## config.mk

```make
export PLATFORM = sky130hd
export DESIGN_NAME = recursive_mutex_fifo_handoff_core
export DESIGN_NICKNAME = d
export VERILOG_FILES = /design/src/rtl/rmfh_pkg.sv /design/src/rtl/rmfh_wait_ram.sv /design/src/rtl/recursive_mutex_fifo_handoff_core.sv
export SDC_FILE = /design/constraint.sdc
export NUM_CORES = 1
export LEC_CHECK = 0
export BUFFER_PORTS_ARGS = -buffer_cell sky130_fd_sc_hd__buf_2
export CAP_MARGIN = 0
export CORE_UTILIZATION = 63
export CTS_BUF_LIST = sky130_fd_sc_hd__clkbuf_16
export CTS_CLUSTER_DIAMETER = 60
export DETAILED_ROUTE_END_ITERATION = 7
export PLACE_DENSITY = 0.83
export SYNTH_ARGS = -nofsm -noshare
export SYNTH_HDL_FRONTEND = slang
export SYNTH_SLANG_ARGS = --single-unit
```

## constraint.sdc

```tcl
create_clock -name clk_i -period 4.96 [get_ports clk_i]
set_input_delay 0 -clock clk_i [delete_from_list [all_inputs] [get_ports clk_i]]
set_output_delay 0 -clock clk_i [all_outputs]
set_load 0.02 [all_outputs]
```

## src/rtl/rmfh_pkg.sv

```systemverilog
package rmfh_pkg;

  typedef enum logic {
    KIND_ACQUIRE = 1'b0,
    KIND_RELEASE = 1'b1
  } kind_e;

  typedef enum logic [3:0] {
    ST_GRANTED     = 4'd0,
    ST_REENTERED   = 4'd1,
    ST_QUEUED      = 4'd2,
    ST_LOWERED     = 4'd3,
    ST_FREED       = 4'd4,
    ST_HANDOFF     = 4'd5,
    ST_BAD_RELEASE = 4'd6,
    ST_NO_TASK     = 4'd7,
    ST_QUEUE_FULL  = 4'd8,
    ST_OVERFLOW    = 4'd9
  } status_e;

  typedef struct packed {
    kind_e      kind;
    logic [7:0] task_id;
  } in_beat_t;

  typedef struct packed {
    status_e     status;
    logic [7:0]  woken_task;
    logic [7:0]  owner;
    logic [15:0] nesting;
    logic [4:0]  waiting;
  } out_beat_t;

endpackage

```

## src/rtl/rmfh_wait_ram.sv

```systemverilog
module rmfh_wait_ram #(
  parameter int unsigned DEPTH = 16,
  parameter int unsigned WIDTH = 8
) (
  input  logic                     clk_i,
  input  logic                     wr_en_i,
  input  logic [$clog2(DEPTH)-1:0] wr_addr_i,
  input  logic [WIDTH-1:0]         wr_data_i,
  input  logic                     rd_en_i,
  input  logic [$clog2(DEPTH)-1:0] rd_addr_i,
  output logic [WIDTH-1:0]         rd_data_o
);

  logic [WIDTH-1:0] mem_q [DEPTH];
  logic [WIDTH-1:0] rd_data_q;

  always_ff @(posedge clk_i) begin
    if (wr_en_i) begin
      mem_q[wr_addr_i] <= wr_data_i;
    end
  end

  always_ff @(posedge clk_i) begin
    if (rd_en_i) begin
      rd_data_q <= mem_q[rd_addr_i];
    end
  end

  assign rd_data_o = rd_data_q;

endmodule

```

## src/rtl/recursive_mutex_fifo_handoff_core.sv

```systemverilog
// The request beat is captured together with the wait-queue RAM read of the head
// entry; the lock update and result register follow once the output can take it.
// A new request is stalled until the current one has executed its lock update.
// A result waiting on a stalled output does not block the next request's RAM read.
// Reset clears the lock owner, recursion count and queue pointers asynchronously.
// Wait-queue RAM contents are not cleared; entries are only used after being written.
module recursive_mutex_fifo_handoff_core #(
  parameter int unsigned TASK_ID_BITS = 8,
  parameter int unsigned WAIT_DEPTH   = 16,
  parameter int unsigned COUNT_BITS   = 16
) (
  input  logic                clk_i,
  input  logic                rst_ni,
  input  logic                in_valid_i,
  output logic                in_stall_o,
  input  rmfh_pkg::in_beat_t  in_beat_i,
  output logic                out_valid_o,
  input  logic                out_stall_i,
  output rmfh_pkg::out_beat_t out_beat_o
);

  localparam int unsigned IdW   = TASK_ID_BITS;
  localparam int unsigned PtrW  = $clog2(WAIT_DEPTH);
  localparam int unsigned FillW = $clog2(WAIT_DEPTH + 1);
  localparam logic [PtrW-1:0]  LastPtr = PtrW'(WAIT_DEPTH - 1);
  localparam logic [FillW-1:0] FullCnt = FillW'(WAIT_DEPTH);

  logic                busy_q;
  rmfh_pkg::in_beat_t  item_q;
  logic [IdW-1:0]      holder_q, holder_d;
  logic [COUNT_BITS-1:0] count_q, count_d;
  logic [PtrW-1:0]     head_q, head_d;
  logic [PtrW-1:0]     tail_q, tail_d;
  logic [FillW-1:0]    fill_q, fill_d;
  logic                out_valid_q;
  rmfh_pkg::out_beat_t out_beat_q, out_beat_d;

  logic                accept;
  logic                exec_fire;
  logic                push;
  logic [IdW-1:0]      id;
  logic [IdW+7:0]      id_ext;
  logic [IdW-1:0]      head_data;
  logic [IdW-1:0]      woken;
  rmfh_pkg::status_e   status;
  logic [IdW+7:0]      woken_ext;
  logic [IdW+7:0]      owner_ext;
  logic [COUNT_BITS+15:0] nest_ext;
  logic [FillW+4:0]    wait_ext;

  function automatic logic [PtrW-1:0] next_ptr(input logic [PtrW-1:0] p);
    next_ptr = (p == LastPtr) ? '0 : p + PtrW'(1);
  endfunction

  assign accept    = in_valid_i && !busy_q;
  assign exec_fire = busy_q && (!out_valid_q || !out_stall_i);
  assign in_stall_o = busy_q;

  assign id_ext = {{IdW{1'b0}}, item_q.task_id};
  assign id     = id_ext[IdW-1:0];

  rmfh_wait_ram #(
    .DEPTH (WAIT_DEPTH),
    .WIDTH (IdW)
  ) u_wait_ram (
    .clk_i     (clk_i),
    .wr_en_i   (exec_fire && push),
    .wr_addr_i (tail_q),
    .wr_data_i (id),
    .rd_en_i   (accept),
    .rd_addr_i (head_q),
    .rd_data_o (head_data)
  );

  always_comb begin
    holder_d = holder_q;
    count_d  = count_q;
    head_d   = head_q;
    tail_d   = tail_q;
    fill_d   = fill_q;
    status   = rmfh_pkg::ST_NO_TASK;
    woken    = '0;
    push     = 1'b0;
    if (id == '0) begin
      status = rmfh_pkg::ST_NO_TASK;
    end else if (item_q.kind == rmfh_pkg::KIND_ACQUIRE) begin
      if (holder_q == id) begin
        if (&count_q) begin
          status = rmfh_pkg::ST_OVERFLOW;
        end else begin
          count_d = count_q + COUNT_BITS'(1);
          status  = rmfh_pkg::ST_REENTERED;
        end
      end else if (holder_q == '0) begin
        holder_d = id;
        status   = rmfh_pkg::ST_GRANTED;
      end else if (fill_q == FullCnt) begin
        status = rmfh_pkg::ST_QUEUE_FULL;
      end else begin
        push   = 1'b1;
        tail_d = next_ptr(tail_q);
        fill_d = fill_q + FillW'(1);
        status = rmfh_pkg::ST_QUEUED;
      end
    end else begin
      if (holder_q != id) begin
        status = rmfh_pkg::ST_BAD_RELEASE;
      end else if (count_q != '0) begin
        count_d = count_q - COUNT_BITS'(1);
        status  = rmfh_pkg::ST_LOWERED;
      end else if (fill_q == '0) begin
        holder_d = '0;
        status   = rmfh_pkg::ST_FREED;
      end else begin
        woken    = head_data;
        holder_d = head_data;
        count_d  = '0;
        head_d   = next_ptr(head_q);
        fill_d   = fill_q - FillW'(1);
        status   = rmfh_pkg::ST_HANDOFF;
      end
    end
  end

  assign woken_ext = {8'd0, woken};
  assign owner_ext = {8'd0, holder_d};
  assign nest_ext  = {16'd0, count_d};
  assign wait_ext  = {5'd0, fill_d};

  always_comb begin
    out_beat_d.status     = status;
    out_beat_d.woken_task = woken_ext[7:0];
    out_beat_d.owner      = owner_ext[7:0];
    out_beat_d.nesting    = nest_ext[15:0];
    out_beat_d.waiting    = wait_ext[4:0];
  end

  always_ff @(posedge clk_i or negedge rst_ni) begin
    if (!rst_ni) begin
      busy_q      <= 1'b0;
      holder_q    <= '0;
      count_q     <= '0;
      head_q      <= '0;
      tail_q      <= '0;
      fill_q      <= '0;
      out_valid_q <= 1'b0;
    end else begin
      if (accept) begin
        busy_q <= 1'b1;
      end else if (exec_fire) begin
        busy_q <= 1'b0;
      end
      if (exec_fire) begin
        holder_q    <= holder_d;
        count_q     <= count_d;
        head_q      <= head_d;
        tail_q      <= tail_d;
        fill_q      <= fill_d;
        out_valid_q <= 1'b1;
      end else if (!out_stall_i) begin
        out_valid_q <= 1'b0;
      end
    end
  end

  always_ff @(posedge clk_i) begin
    if (accept) begin
      item_q <= in_beat_i;
    end
    if (exec_fire) begin
      out_beat_q <= out_beat_d;
    end
  end

  assign out_valid_o = out_valid_q;
  assign out_beat_o  = out_beat_q;

  a_fill_bound : assert property (@(posedge clk_i) disable iff (!rst_ni)
    fill_q <= FullCnt)
    else $error("Wait queue fill exceeds its depth.");

  a_free_no_count : assert property (@(posedge clk_i) disable iff (!rst_ni)
    holder_q == '0 |-> count_q == '0)
    else $error("Free lock carries a recursion count.");

  a_waiters_need_owner : assert property (@(posedge clk_i) disable iff (!rst_ni)
    fill_q != '0 |-> holder_q != '0)
    else $error("Tasks are queued on a free lock.");

  a_handoff_woken : assert property (@(posedge clk_i) disable iff (!rst_ni)
    out_valid_q && out_beat_q.status == rmfh_pkg::ST_HANDOFF |->
      out_beat_q.woken_task != 8'd0 && out_beat_q.woken_task == out_beat_q.owner)
    else $error("Handoff beat does not name the new owner.");

endmodule
```

* Yosys cells after proc, flatten, opt, wreduce, memory -nomap -nowiden *
Memory sizes are Yosys's and may differ from the RTL's. A register that Yosys moved wholly into a read port is not among the register bits.
Cells that the tools add are included.

cells by class
  add/sub/neg operators = 6
  bitwise logic cells = 8
  equal/unequal tests = 6
  multiplexer cells = 43
  reduce and logical (&&, ||, !) cells = 16

operators by type and width
  kind                     number
  $mux W16                 7
  $mux W8                  7
  $mux W5                  8
  $mux W4                  7
  $add A16 B1 Y16 const B  1
  $logic_not A8 Y1         2
  $reduce_and A16 Y1       1
  $reduce_bool A16 Y1      1
  $sub A16 B1 Y16 const B  1
  $mux W1                  12
  $reduce_and A6 Y1        2
  $add A4 B1 Y4 const B    2
  $eq A4 B4 Y1 const B     2
  $eq A8 B8 Y1             1
  $ne A8 B8 Y1             1
  $not A1 Y1               8
  $mux W3                  2
  $add A5 B1 Y5 const B    1
  $eq A5 B5 Y1 const B     1
  $logic_not A5 Y1         1
  $sub A5 B1 Y5 const B    1
  $reduce_or A4 Y1         1
  $logic_and A1 B1 Y1      3
  $logic_not A1 Y1         3
  3 further kinds          3

storage, ports and cells
  bits in registers = 89
  memory bits (writable) = 128
  memories kept = 1
  input port bits = 13

memory list
  name              depth  bits a word  read ports  clocked after memory_dff  write ports  RTL line             RTL
  u_wait_ram.mem_q  16     8            1           1                         1            rmfh_wait_ram.sv:14  logic [WIDTH-1:0] mem_q [DEPTH];

* Logic depth before layout (Yosys ltp) *
  depth after elaboration = 9
  depth in mapped cells = 11
  mapped depth without buffers = 8

* By module *
Synthesis repeated with hierarchy kept, for this count alone.

second synthesis, totals
  cell total of the unflattened synthesis = 778
  area, all modules = 10,453.8 sq um

by module, submodules not included
  module                             times used  cells each  area each (sq um)
  rmfh_wait_ram                      1           229         5,227.5
  recursive_mutex_fifo_handoff_core  1           549         5,226.3

* Least setup slack after synthesis *
No wires, ideal clock.

  path kind = register to register
  from = register item_q, in the netlist id[0]
  to = memory u_wait_ram.mem_q[3][0] (enable)
  path slack = 2.153 ns
  arrival time = 2.412 ns
  buffers on the path = 1
  required time = 4.565 ns
  period minus slack after synthesis = 2.807 ns
  cell stages (with the launch flop) = 7
  cells stage by stage = edfxtp_1 xnor2_1 and4_1 a21oi_1 nand4_1 clkbuf_1 nor4_1

between the ends
  word-level cells in the longest chain between the ends = 7
  elaborated cells between the ends (all ways) = 8
  classes of those cells = eq/ne (1); mux (5); reduce/logical (2)

ends and longest elaborated chain
  element                            RTL line                                  RTL
  from (decl)                        recursive_mutex_fifo_handoff_core.sv:29   rmfh_pkg::in_beat_t item_q;
  from (signal assigned)             recursive_mutex_fifo_handoff_core.sv:168  item_q <= in_beat_i;
  $eq A8 B8 Y1                       recursive_mutex_fifo_handoff_core.sv:87   if (holder_q == id) begin
  $mux W1                            recursive_mutex_fifo_handoff_core.sv:87
  $mux W1                            recursive_mutex_fifo_handoff_core.sv:86   end else if (item_q.kind == rmfh_pkg::KIND_ACQUIRE) begin
  $mux W1 (*)                        recursive_mutex_fifo_handoff_core.sv:84   if (id == '0) begin
  $logic_and A1 B1 Y1 (*)            recursive_mutex_fifo_handoff_core.sv:67   .wr_en_i (exec_fire && push),
  $mux W1 (*)                        rmfh_wait_ram.sv:18                       if (wr_en_i) begin
  $mux W1 (not written as such) (*)  rmfh_wait_ram.sv:19                       mem_q[wr_addr_i] <= wr_data_i;
  to (decl)                          rmfh_wait_ram.sv:14

Every way passes the cells marked *; elsewhere a longest branch is shown, timed or not.

* Worst setup path after layout *
  from = register item_q, in the netlist id[4]
  to = memory u_wait_ram.mem_q[4][0] (enable)

Same word-level chain as after synthesis.

==> flow_summary.ini <==
[cells_and_area]
layout.cells.non_filler = 1047
antenna_cells = 0
final_nets = 836
syn2layout_area_growth_pct = 14.0
drive_above_1_share_pct = 20.5
fin_area_um2 = 11900
final_common_cell = edfxtp_1
mostFrequentLayoutCells = edfxtp_1 (186), nand2_1 (59), buf_2 (55), nor2_1 (45), mux4_2 (41)

[clocking]
cts_sinks = 225
cts-resized-gates = 0
clock_latency_ns = 0.54
cts_inserted_buffers = 24
htree_num_levels = 1
clkTransAtPathRegs_ns = 0.06
cts_tree = yes
cts_buffer_depth = 3
root_buffer = clkbuf_16

[place]
routabilityCongestion = 0.982
place_area_um2 = 10900
dp_cells = 991
dp_hpwl_um = 16500
io_buffers = 55
dp_slack_ns = 1.59

[power_and_ir_drop]
finalPower_mw = 5.94
p_leak_nw = 4.17
ir_worst_vdd_mv = 0.600
power_density_nw_per_um2 = 499

[worst_setup_path]
startpoint = id[4]
required_ns = 5.14
reg2reg_from = id[4]
critPathLaunchType = flop
critical_path_class = reg2reg
end_kind = flop
endpoint = u_wait_ram.mem_q[4][0]
rr_worst_depth = 7
r2r_end = u_wait_ram.mem_q[4][0]
reg2reg_slack_ns = 1.40
arrival_ns = 3.74
crit_fanout = 19

[routing]
vias = 7238
drt-initial-drc-count = 963
drc = 0
wl_per_cell_um = 26.1
drt-vias-per-instance = 6.91
ant_nets = 0
wl_um = 27300
first_pass_iters = 5

[synthesis]
synth.top_cell.area_share_pct = 53.5
netlist_area_um2 = 10400
avgSynthCellArea_um2 = 13.8
yosysWarnings = 0
syn_nets = 779
synth.ff_latch_count = 225
ys_seq_area_share_pct = 62.9
synth_top_area_cell = edfxtp_1
synth_edf_count = 186
ys_types = 73
synthCells = 756
synth-main-ff-cell = edfxtp_1
ys_async_sr_fraction_pct = 17.3
synth.area.top_cells = edfxtp_1 (54%), dfrtp_1 (9.3%), mux4_2 (8.8%)

[timing]
slew_violations = 0
setup_viol = 0
max_freq_mhz = 281
finClkSkew_ns = 0.0187
max_slew.worst_pin.slew_ns = 1.14
fin_ws_ns = 1.40
slew_headroom_pct = 24.1
min_period_ns = 3.56
period_share_pct = 71.7
report.final.hold_viol_count = 0
rsz0062_at_grt = no
final.setup.tns_ns = 0

[global_routing]
grt_pass1_wl_um = 42200
grt_pass1_vias = 7138
grt-ovfl-total = 0
grt_max_degree = 50
antenna_found_initial = 0
grt.total_usage_pct = 33.9

[status]
status = complete, no violations

[die]
io_pins = 56
row_count = 46
die_h_um = 131
chipWidth_um = 131
dieArea_um2 = 17100
initial_utilization_pct = 65.0
coreArea_um2 = 16100

[flow_run]
drv_cap = 0

[worst_hold_path]
hp-class = in2async
[metal layers]
layer  up-vias  share of wire [%]  global-route usage [%]
li1       3067                  -                       -
met1      3567                 37                    42.7
met2       509                 51                    57.3
met3        95                8.4                    6.88
met4         0                4.5                    14.8
met5         -                  0                       0
[flip-flops by register name, indices dropped and copies added (netlist names)]
signal / cells
u_wait_ram.rd_data_o: 8
u_wait_ram.mem_q: 128
item_q: 1
in_stall_o: 1
count_q: 16
fill_q: 5
head_q: 4
out_beat_o: 41
holder_q: 8
tail_q: 4
id: 8
out_valid_o: 1
[cells in the mapped netlist, types with 4 or more instances]
cell type,number
buf_2,7
and2_1,25
inv_1,15
ha_1,10
a32oi_1,6
o21ai_0,35
nor2_1,45
o21ai_1,6
nand3_1,22
a22oi_1,8
nand4_1,16
o31ai_1,4
dfrtp_1,39
xor2_1,4
xnor2_1,14
nor3b_1,5
edfxtp_1,186
mux4_2,41
nand2_1,59
and4_1,6
a21o_1,4
clkbuf_1,34
a21oi_1,23
nor3_1,20
nor4_1,11
or3_1,6
mux2_2,7
and3_1,9
a31oi_1,9
nand2b_1,5
o22ai_1,4
[worst max-delay path: stages (launching register included)]
cell      delay (ns)
edfxtp_1        0.90
xnor2_1         0.30
and4_1          0.32
a21oi_1         0.36
nand4_1         0.17
buf_4           0.23
nor3b_1         0.46
and2_1          0.46
[cell type report]
cell class	instances	area, um^2
well taps	216	270
fillers	963	4160
multi-input cells	468	3620
clock buffers	24	601
inverters	16	60.1
flip-flops and latches	225	6560
repair buffers	78	478
clock inverters	20	305
[power breakdown]
| group | internal [mW] | switching [mW] |
|---|---|---|
| Sequential | 2.41 | 0.307 |
| Clock | 1.26 | 0.777 |
| Combinational | 0.406 | 0.776 |
[stage by stage]
| step | hold slack (ns) | util, % |
|---|---|---|
| 2_1_floorplan | -0.296 | - |
| 3_3_place_gp | 0.179 | 67.7 |
| 3_5_place_dp | 0.179 | 67.7 |
| 4_1_cts | 0.184 | 74.1 |
| 5_1_grt | 0.191 | 74.1 |
| 6_report | 0.178 | 74.1 |
[cells by family after synthesis]
kind of cell / share of synthesized area, %
xor gates and xnor gates: 1.51
and+or+nand+nor: 13.3
buffers and inverters: 2.50
adders and majority gates: 1.20
AOI/OAI and AO/OA: 8.87
muxes: 9.79
DFF: 62.9
[repair_timing]
item / CTS / global route
setup buffers: 0 / 0
hold buffers: 12 / 0
hold endpoints to repair: 50 / 0
setup endpoints to repair: 0 / 0
[worst min path at each step]
stage,startpoint,cells after the start,to,slack [ns]
after global routing,in_beat_i[7],2,id[7],0.19
after CTS,rst_ni,2,head_q[2],0.18
after detailed placement,in_beat_i[2],1,id[2],0.18
after global placement,in_beat_i[2],1,id[2],0.18
after floorplan,rst_ni,0,count_q[0],-0.30
final,rst_ni,2,head_q[0],0.18
No activity file was read; power rests on OpenSTA's default activity.
